--- config.mk ---
export PLATFORM = sky130hd
export DESIGN_NAME = lifo_stack_with_reverse
export DESIGN_NICKNAME = d
export VERILOG_FILES = /design/src/lswr_pkg.sv /design/src/lswr_store.sv /design/src/lswr_ctrl.sv /design/src/lifo_stack_with_reverse.sv
export SDC_FILE = /design/constraint.sdc
export NUM_CORES = 2
export LEC_CHECK = 0
export BUFFER_PORTS_ARGS = -buffer_cell sky130_fd_sc_hd__buf_2
export CORE_MARGIN = 3
export CORE_UTILIZATION = 40
export CTS_BUF_LIST = sky130_fd_sc_hd__clkbuf_16
export DETAILED_ROUTE_END_ITERATION = 7
export MAX_ROUTING_LAYER = met4
export SYNTH_ARGS = -nofsm -noshare
export SYNTH_HDL_FRONTEND = slang
export SYNTH_SLANG_ARGS = --single-unit
--- constraint.sdc ---
create_clock -name clk -period 8.1 [get_ports clk]
set_input_delay 0.405 -clock clk [delete_from_list [all_inputs] [get_ports clk]]
set_output_delay 0.405 -clock clk [all_outputs]
set_load 0.02 [all_outputs]
--- src/lswr_pkg.sv ---
// ----------------------------------------------------------------------------
// lswr_pkg
// shared types and codes for the bounded lifo stack with reverse
// ----------------------------------------------------------------------------
package lswr_pkg;

	// width of the capacity register and of the entry count field
	localparam int CAP_W = 7;

	// capacity after reset
	localparam logic [CAP_W-1:0] CAP_RESET = 7'd64;

	// request codes
	localparam logic [1:0] MODE_PUSH    = 2'd0;
	localparam logic [1:0] MODE_POP     = 2'd1;
	localparam logic [1:0] MODE_PEEK    = 2'd2;
	localparam logic [1:0] MODE_REVERSE = 2'd3;

	typedef logic [1:0] status_t;

	// response status codes
	localparam status_t ST_OK    = 2'd0;
	localparam status_t ST_EMPTY = 2'd1;
	localparam status_t ST_FULL  = 2'd2;

	// word returned by a pop or peek on an empty stack
	localparam logic [31:0] VAL_EMPTY = 32'hFFFF_FFFF;

	typedef struct packed {
		logic [1:0]         mode;
		logic signed [31:0] value_in;
	} req_t;

	typedef struct packed {
		logic signed [31:0] value_out;
		status_t            status;
		logic               is_empty;
		logic               is_full;
		logic [CAP_W-1:0]   entries_held;
	} rsp_t;

endpackage

--- src/lswr_store.sv ---
// ----------------------------------------------------------------------------
// lswr_store
// entry memory: one write port, one read port with registered read data
// ----------------------------------------------------------------------------
module lswr_store #(
	parameter int DEPTH = 64,
	parameter int AW    = (DEPTH > 1) ? $clog2(DEPTH) : 1
) (
	input  logic          clk,
	input  logic          we,
	input  logic [AW-1:0] waddr,
	input  logic [31:0]   wdata,
	input  logic [AW-1:0] raddr,
	output logic [31:0]   rdata
);

	logic [31:0] mem_q [DEPTH];
	logic [31:0] rdata_q;

	always_ff @(posedge clk) begin
		if (we) begin
			mem_q[waddr] <= wdata;
		end
		rdata_q <= mem_q[raddr];
	end

	assign rdata = rdata_q;

endmodule

--- src/lswr_ctrl.sv ---
// ----------------------------------------------------------------------------
// lswr_ctrl
// request sequencer: entry count, swap walk for reverse, response build
// ----------------------------------------------------------------------------
module lswr_ctrl #(
	parameter int DEPTH = 64,
	parameter int AW    = (DEPTH > 1) ? $clog2(DEPTH) : 1,
	parameter int CW    = $clog2(DEPTH + 1),
	parameter int CMPW  = (CW > lswr_pkg::CAP_W) ? CW : lswr_pkg::CAP_W
) (
	input  logic            clk,
	input  logic            arst_n,
	input  logic            in_valid,
	input  lswr_pkg::req_t  in_data,
	output logic            in_stall,
	input  logic            slot_free,
	input  logic [CMPW-1:0] cap_eff,
	output logic            mem_we,
	output logic [AW-1:0]   mem_waddr,
	output logic [31:0]     mem_wdata,
	output logic [AW-1:0]   mem_raddr,
	input  logic [31:0]     mem_rdata,
	output lswr_pkg::rsp_t  rsp,
	output logic            rsp_load
);

	localparam int AW1 = AW + 1;
	localparam int EHW = lswr_pkg::CAP_W;

	localparam logic [2:0] S_IDLE = 3'd0;
	localparam logic [2:0] S_RD   = 3'd1;
	localparam logic [2:0] S_RV_A = 3'd2;
	localparam logic [2:0] S_RV_B = 3'd3;
	localparam logic [2:0] S_RV_C = 3'd4;

	logic [2:0]    state_q, state_d;
	logic [CW-1:0] count_q, count_d;
	logic [AW-1:0] lo_q, lo_d;
	logic [AW-1:0] hi_q, hi_d;
	logic [31:0]   tmp_q, tmp_d;
	logic [CW-1:0] count_m1;
	logic          accept;
	logic          full_now;
	logic          more_pairs;

	function automatic lswr_pkg::rsp_t make_rsp(
		input logic [31:0]       val,
		input lswr_pkg::status_t st,
		input logic [CW-1:0]     cnt
	);
		lswr_pkg::rsp_t r;
		r.value_out    = $signed(val);
		r.status       = st;
		r.is_empty     = (cnt == '0);
		r.is_full      = (CMPW'(cnt) >= cap_eff);
		r.entries_held = EHW'(cnt);
		return r;
	endfunction

	assign in_stall   = !((state_q == S_IDLE) && slot_free);
	assign accept     = in_valid && !in_stall;
	assign count_m1   = count_q - CW'(1);
	assign full_now   = (CMPW'(count_q) >= cap_eff);
	// another pair left once lo and hi step inward
	assign more_pairs = (AW1'(lo_q) + AW1'(2)) < AW1'(hi_q);

	always_comb begin
		state_d   = state_q;
		count_d   = count_q;
		lo_d      = lo_q;
		hi_d      = hi_q;
		tmp_d     = tmp_q;
		mem_we    = 1'b0;
		mem_waddr = lo_q;
		mem_wdata = mem_rdata;
		mem_raddr = AW'(count_m1);
		rsp_load  = 1'b0;
		rsp       = make_rsp('0, lswr_pkg::ST_OK, count_q);
		case (state_q)
			S_IDLE: begin
				if (accept) begin
					case (in_data.mode)
						lswr_pkg::MODE_PUSH: begin
							rsp_load = 1'b1;
							if (full_now) begin
								rsp = make_rsp('0, lswr_pkg::ST_FULL, count_q);
							end else begin
								mem_we    = 1'b1;
								mem_waddr = AW'(count_q);
								mem_wdata = in_data.value_in;
								count_d   = count_q + CW'(1);
								rsp       = make_rsp('0, lswr_pkg::ST_OK, count_d);
							end
						end
						lswr_pkg::MODE_POP, lswr_pkg::MODE_PEEK: begin
							if (count_q == '0) begin
								rsp_load = 1'b1;
								rsp = make_rsp(lswr_pkg::VAL_EMPTY, lswr_pkg::ST_EMPTY,
									count_q);
							end else begin
								mem_raddr = AW'(count_m1);
								if (in_data.mode == lswr_pkg::MODE_POP) begin
									count_d = count_m1;
								end
								state_d = S_RD;
							end
						end
						lswr_pkg::MODE_REVERSE: begin
							if (count_q <= CW'(1)) begin
								rsp_load = 1'b1;
							end else begin
								mem_raddr = '0;
								lo_d      = '0;
								hi_d      = AW'(count_m1);
								state_d   = S_RV_A;
							end
						end
						default: state_d = S_IDLE;
					endcase
				end
			end
			S_RD: begin
				rsp      = make_rsp(mem_rdata, lswr_pkg::ST_OK, count_q);
				rsp_load = 1'b1;
				state_d  = S_IDLE;
			end
			S_RV_A: begin
				// low entry arrives, fetch the high one
				tmp_d     = mem_rdata;
				mem_raddr = hi_q;
				state_d   = S_RV_B;
			end
			S_RV_B: begin
				mem_we    = 1'b1;
				mem_waddr = lo_q;
				mem_wdata = mem_rdata;
				state_d   = S_RV_C;
			end
			S_RV_C: begin
				mem_we    = 1'b1;
				mem_waddr = hi_q;
				mem_wdata = tmp_q;
				if (more_pairs) begin
					mem_raddr = lo_q + AW'(1);
					lo_d      = lo_q + AW'(1);
					hi_d      = hi_q - AW'(1);
					state_d   = S_RV_A;
				end else begin
					rsp_load = 1'b1;
					state_d  = S_IDLE;
				end
			end
			default: state_d = S_IDLE;
		endcase
	end

	always_ff @(posedge clk or negedge arst_n) begin
		if (!arst_n) begin
			state_q <= S_IDLE;
			count_q <= '0;
		end else begin
			state_q <= state_d;
			count_q <= count_d;
		end
	end

	always_ff @(posedge clk) begin
		lo_q  <= lo_d;
		hi_q  <= hi_d;
		tmp_q <= tmp_d;
	end

	a_count_bound: assert property (@(posedge clk) disable iff (!arst_n)
		count_q <= CW'(DEPTH))
		else $error("entry count beyond depth");

	a_walk_order: assert property (@(posedge clk) disable iff (!arst_n)
		(state_q == S_RV_A || state_q == S_RV_B || state_q == S_RV_C) |-> (lo_q < hi_q))
		else $error("reverse walk indices crossed");

	a_pop_count: assert property (@(posedge clk) disable iff (!arst_n)
		(accept && in_data.mode == lswr_pkg::MODE_POP && count_q != '0)
		|=> (count_q == $past(count_m1)))
		else $error("pop did not drop the count by one");

	a_read_no_write: assert property (@(posedge clk) disable iff (!arst_n)
		(state_q == S_RD) |-> !mem_we)
		else $error("store written during pop or peek read");

endmodule

--- src/lifo_stack_with_reverse.sv ---
// ----------------------------------------------------------------------------
// lifo_stack_with_reverse
// bounded lifo stack of signed 32-bit words with push, pop, peek and reverse
// ----------------------------------------------------------------------------
// usage:
//   in_valid/in_stall/in_data carry one request (mode, value_in) per transfer;
//   out_valid/out_stall/out_data carry exactly one response per request.
//   cfg_valid/cfg_ready/cfg_data write the capacity register; write it only
//   while no request is outstanding. cfg_ready is always high.
// request handling:
//   push, empty pop/peek and short reverse: response registered from the
//   request transfer, next request taken the cycle after if the output register is free.
//   pop/peek with data: passes through state S_RD for the registered memory read.
//   reverse of n >= 2 entries: swaps floor(n/2) pairs, paced by the single
//   read and single write port of the entry memory (read low, read high,
//   write low, write high while reading the next low).
// stall: the response sits in the output register; no new request is taken
//   while that register is full and out_stall is high.
// reset: entry count clears to zero and capacity goes to its reset value;
//   the entry memory itself is not cleared.
// ----------------------------------------------------------------------------
module lifo_stack_with_reverse #(
	parameter int DEPTH = 64
) (
	input  logic                         clk,
	input  logic                         arst_n,
	input  logic                         in_valid,
	output logic                         in_stall,
	input  lswr_pkg::req_t               in_data,
	output logic                         out_valid,
	input  logic                         out_stall,
	output lswr_pkg::rsp_t               out_data,
	input  logic                         cfg_valid,
	output logic                         cfg_ready,
	input  logic [lswr_pkg::CAP_W-1:0]   cfg_data
);

	// address width into the store, count width, and compare width
	localparam int AW   = (DEPTH > 1) ? $clog2(DEPTH) : 1;
	localparam int CW   = $clog2(DEPTH + 1);
	localparam int CMPW = (CW > lswr_pkg::CAP_W) ? CW : lswr_pkg::CAP_W;

	logic [lswr_pkg::CAP_W-1:0] capacity_q;
	logic [CMPW-1:0]            cap_ext;
	logic [CMPW-1:0]            cap_eff;

	logic           out_valid_q;
	lswr_pkg::rsp_t out_data_q;
	logic           slot_free;

	logic           rsp_load;
	lswr_pkg::rsp_t rsp;

	logic          mem_we;
	logic [AW-1:0] mem_waddr;
	logic [31:0]   mem_wdata;
	logic [AW-1:0] mem_raddr;
	logic [31:0]   mem_rdata;

	// capacity register, every write transfer is taken
	assign cfg_ready = 1'b1;

	always_ff @(posedge clk or negedge arst_n) begin
		if (!arst_n) begin
			capacity_q <= lswr_pkg::CAP_RESET;
		end else if (cfg_valid && cfg_ready) begin
			capacity_q <= cfg_data;
		end
	end

	// zero behaves as one, anything above the built depth as the depth
	assign cap_ext = CMPW'(capacity_q);

	always_comb begin
		if (capacity_q == '0) begin
			cap_eff = CMPW'(1);
		end else if (cap_ext > CMPW'(DEPTH)) begin
			cap_eff = CMPW'(DEPTH);
		end else begin
			cap_eff = cap_ext;
		end
	end

	// output register; free when empty or draining this cycle
	assign slot_free = !out_valid_q || !out_stall;

	always_ff @(posedge clk or negedge arst_n) begin
		if (!arst_n) begin
			out_valid_q <= 1'b0;
		end else if (rsp_load) begin
			out_valid_q <= 1'b1;
		end else if (!out_stall) begin
			out_valid_q <= 1'b0;
		end
	end

	always_ff @(posedge clk) begin
		if (rsp_load) begin
			out_data_q <= rsp;
		end
	end

	assign out_valid = out_valid_q;
	assign out_data  = out_data_q;

	lswr_ctrl #(
		.DEPTH (DEPTH),
		.AW    (AW),
		.CW    (CW),
		.CMPW  (CMPW)
	) u_ctrl (
		.clk       (clk),
		.arst_n    (arst_n),
		.in_valid  (in_valid),
		.in_data   (in_data),
		.in_stall  (in_stall),
		.slot_free (slot_free),
		.cap_eff   (cap_eff),
		.mem_we    (mem_we),
		.mem_waddr (mem_waddr),
		.mem_wdata (mem_wdata),
		.mem_raddr (mem_raddr),
		.mem_rdata (mem_rdata),
		.rsp       (rsp),
		.rsp_load  (rsp_load)
	);

	lswr_store #(
		.DEPTH (DEPTH),
		.AW    (AW)
	) u_store (
		.clk   (clk),
		.we    (mem_we),
		.waddr (mem_waddr),
		.wdata (mem_wdata),
		.raddr (mem_raddr),
		.rdata (mem_rdata)
	);

	// a response must never overwrite one still waiting to be taken
	a_no_overwrite: assert property (@(posedge clk) disable iff (!arst_n)
		rsp_load |-> !(out_valid_q && out_stall))
		else $error("response loaded over a stalled response");

endmodule
==> results.sh <==
export IMPL_slew_headroom_pct=15.7
export IMPL_cts_resized=0
export IMPL_setup_viol=0
export IMPL_final_nets=6646
export IMPL_reg2reg_setup_slack_ns=1.79
export IMPL_firstDrtPassIters=6
export IMPL_core_area_um2=216000
export IMPL_synth_area_per_cell_um2=13.4
export IMPL_synth_cell_types=71
export IMPL_fin_area_um2=99100
export IMPL_routedWlPerCell_um=27.4
export IMPL_synth_edf_count=2135
export IMPL_routed_wl_um=263000
export IMPL_start_util_pct=40.5
export IMPL_grt_pass1_wl_um=375000
export IMPL_start_kind="register"
export IMPL_globalRouteTotalUtil_pct=23.6
export IMPL_hold_viol=0
export IMPL_cts_buffer_depth=3
export IMPL_setup_worst_path_start="u_ctrl.count_q[0]"
export IMPL_placed_area_um2=92000
export IMPL_multiInputGateArea_um2=21100
export IMPL_drc_errors=0
export IMPL_fin_util_pct=45.9
export IMPL_syn_inst=6509
export IMPL_min_from="in_data[33]"
export IMPL_seq_area_um2=65200
export IMPL_cts_tree="done"
export IMPL_areaGrowthSynthToFinish_pct=13.4
export IMPL_ant_nets=0
export IMPL_htreeDepth=4
export IMPL_dpl_hpwl_um=154000
export IMPL_max_freq_ghz=0.158
export IMPL_syn_area_um2=87400
export IMPL_async_reset_ff_share_pct=0.824
export IMPL_ys_seq_elements=2185
export IMPL_hold_path_class="in -> reg"
export IMPL_die_x_um=474
export IMPL_dieArea_um2=224000
export IMPL_nFillCells=18800
export IMPL_placed_cells=9171
export IMPL_fin_setup_tns_ns=0
export IMPL_path_max_fanout=32
export IMPL_rsz0062_at_grt="false"
export IMPL_drive_gt1_share_pct=10.3
export IMPL_vias=55600
export IMPL_port_buffer_count=90
export IMPL_rr_startpoint="u_ctrl.count_q[0]"
export IMPL_grt_pass1_vias=51700
export IMPL_cts_sinks=2185
export IMPL_end_kind="register"
export IMPL_path_class="reg -> reg"
export IMPL_pin_count=92
export IMPL_status="completed"
export IMPL_yosys_warnings=0
export IMPL_overflow=0
export IMPL_rows=170
export IMPL_synth_main_ff_cell="edfxtp_1"
export IMPL_finalCritPeriodShare_pct=77.9
export IMPL_antenna_found_initial=16
export IMPL_cts_root_buf="clkbuf_16"
export IMPL_place_congestion=0.961
export IMPL_crit_arrival_ns=6.76
export IMPL_worst_skew_pair_late_latency_ns=0.89
export IMPL_synth_fp_nets=6586
export IMPL_ys_seq_area_share_pct=74.6
export IMPL_worstMarginPinSlew_ns=1.26
export IMPL_worstPathRequired_ns=8.55
export IMPL_maxCapViolCount=0
export IMPL_fin_crit_ns=6.31
export IMPL_stdcell_count=9594
export IMPL_cts_buffers=214
export IMPL_clk_pin_slew_worst_paths_ns=0.07
export IMPL_fin_skew_ns=0.0567
export IMPL_grt_max_degree=168
export IMPL_routed_via_density=5.80
export IMPL_final_max_slew_viol_count=0
export IMPL_die_y_um=474
export IMPL_drtIter0Drc=7504
-- sequential cells by signal, indices dropped and copies added (netlist names) --
signal,cells
u_ctrl.hi_q,6
u_ctrl.state_q,3
u_store.mem_q,2048
u_ctrl.count_q,7
u_ctrl.lo_q,6
out_valid,1
cap_ext,7
out_data,43
u_store.rdata,32
u_ctrl.tmp_q,32
-- synthesized netlist by cell type, types with 4 or more instances --
| cell | number | area share (%) |
|---|---|---|
| a22oi_1 | 64 | 0.55 |
| xor2_1 | 11 | 0.11 |
| dfxtp_1 | 32 | 0.73 |
| a21o_1 | 40 | 0.34 |
| o21ai_0 | 19 | 0.11 |
| nor2b_1 | 5 | 0.036 |
| mux2_2 | 10 | 0.13 |
| buf_2 | 234 | 1.3 |
| a31oi_1 | 206 | 1.5 |
| a211oi_1 | 4 | 0.034 |
| edfxtp_1 | 2135 | 73 |
| and2_1 | 4 | 0.029 |
| or4_1 | 5 | 0.043 |
| and4_1 | 31 | 0.31 |
| nand2_1 | 1892 | 8.1 |
| o221a_2 | 5 | 0.064 |
| a32oi_1 | 31 | 0.31 |
| ha_1 | 31 | 0.44 |
| or3_1 | 5 | 0.036 |
| and3_1 | 167 | 1.2 |
| o2111ai_1 | 31 | 0.31 |
| a21oi_1 | 135 | 0.77 |
| o22ai_1 | 94 | 0.67 |
| nor3b_1 | 4 | 0.034 |
| nor4_1 | 32 | 0.23 |
| a22o_1 | 8 | 0.080 |
| o211ai_1 | 30 | 0.26 |
| buf_6 | 5 | 0.064 |
| nand3_1 | 465 | 2.7 |
| a311oi_1 | 165 | 1.7 |
| clkbuf_1 | 171 | 0.73 |
| o221ai_1 | 5 | 0.050 |
| nand4_1 | 8 | 0.057 |
| a221oi_1 | 5 | 0.050 |
| buf_1 | 9 | 0.039 |
| dfrtp_1 | 17 | 0.49 |
| nor2_1 | 144 | 0.62 |
| inv_1 | 22 | 0.094 |
| mux2i_1 | 129 | 1.5 |
| nor3_1 | 13 | 0.074 |
| xnor2_1 | 14 | 0.14 |
| buf_4 | 26 | 0.22 |
-- worst max-delay path, cell delays in order, from the launching register on --
cell and delay (ns):
dfrtp_1 0.82, inv_1 0.23, ha_1 0.34, nand2b_1 0.16, a21o_1 0.19, a21o_1 0.19, a21o_1 0.17, a21o_1 0.17
a21oi_1 0.34, o21bai_1 0.39, nor2_1 0.52, nor3_1 0.16, or4_1 1.12, nor2_4 1.03
-- layer usage --
layer / wire length (µm) / GRT usage [%]
met5: 0 / -
met4: 11300 / 9.54
met3: 26500 / 5.20
met2: 118000 / 34.6
met1: 107000 / 32.1
-- cell type report --
cell class / instances / area share (%)
Inverter: 23 / 0.0871
Sequential cell: 2185 / 65.8
Timing Repair Buffer: 289 / 2.30
Clock inverter: 179 / 1.48
Clock buffer: 219 / 5.53
Tap cell: 2838 / 3.58
Antenna cell: 5 / 0.0126
Multi-Input combinational cell: 3856 / 21.3
-- per-stage QoR --
stage               setup WS [ns]  hold WS, ns
finish                       1.79        0.113
global route                 1.63        0.137
floorplan                    1.90        0.109
global placement             1.95        0.383
CTS                          1.91       0.0635
detailed placement           1.96        0.385
-- kinds of logic after synthesis --
kind of cell             after synthesis  share of synthesized area (%)
multiplexers                         139                           1.61
buffers and inverters                468                           2.50
flip-flops                          2185                           74.6
XOR/XNOR                              25                          0.250
adder cells (fa/ha/maj)               31                          0.444
AND/OR/NAND/NOR                     2791                           13.6
other                                  1                        0.00429
AO/OA/AOI/OAI                        869                           7.01
-- layout by cell type, fill, tap and decap left out, drive strengths merged, types with 33 or more instances in the layout --
cell	instances
a21o	40
a21oi	138
a22oi	64
a311oi	165
a31oi	206
and3	167
buf	270
clkbuf	219
clkinv	88
edfxtp	2135
inv	90
mux2i	129
nand2	1892
nand3	468
nor2	144
nor4	33
o22ai	94
-- path summary, 6_finish.rpt --
| kind | endpoint | depth (start not counted) |
|---|---|---|
| max | u_store.mem_q[7][28] | 13 |
| min in group asynchronous | cap_ext[0] | 3 |
| max in group asynchronous | cap_ext[5] | 4 |
| min | u_ctrl.count_q[0] | 4 |
| min reg2reg | u_ctrl.tmp_q[5] | 0 |
| max reg2reg | u_store.mem_q[7][28] | 13 |
-- what timing repair did --
action	4_1_cts	5_1_grt
setup buffers	0	0
hold endpoints to repair	26	0
hold buffers	19	0
Power is left out: the tool's default activity adds up to more than one toggle a clock period on the data nets, which glitch-free logic cannot reach.
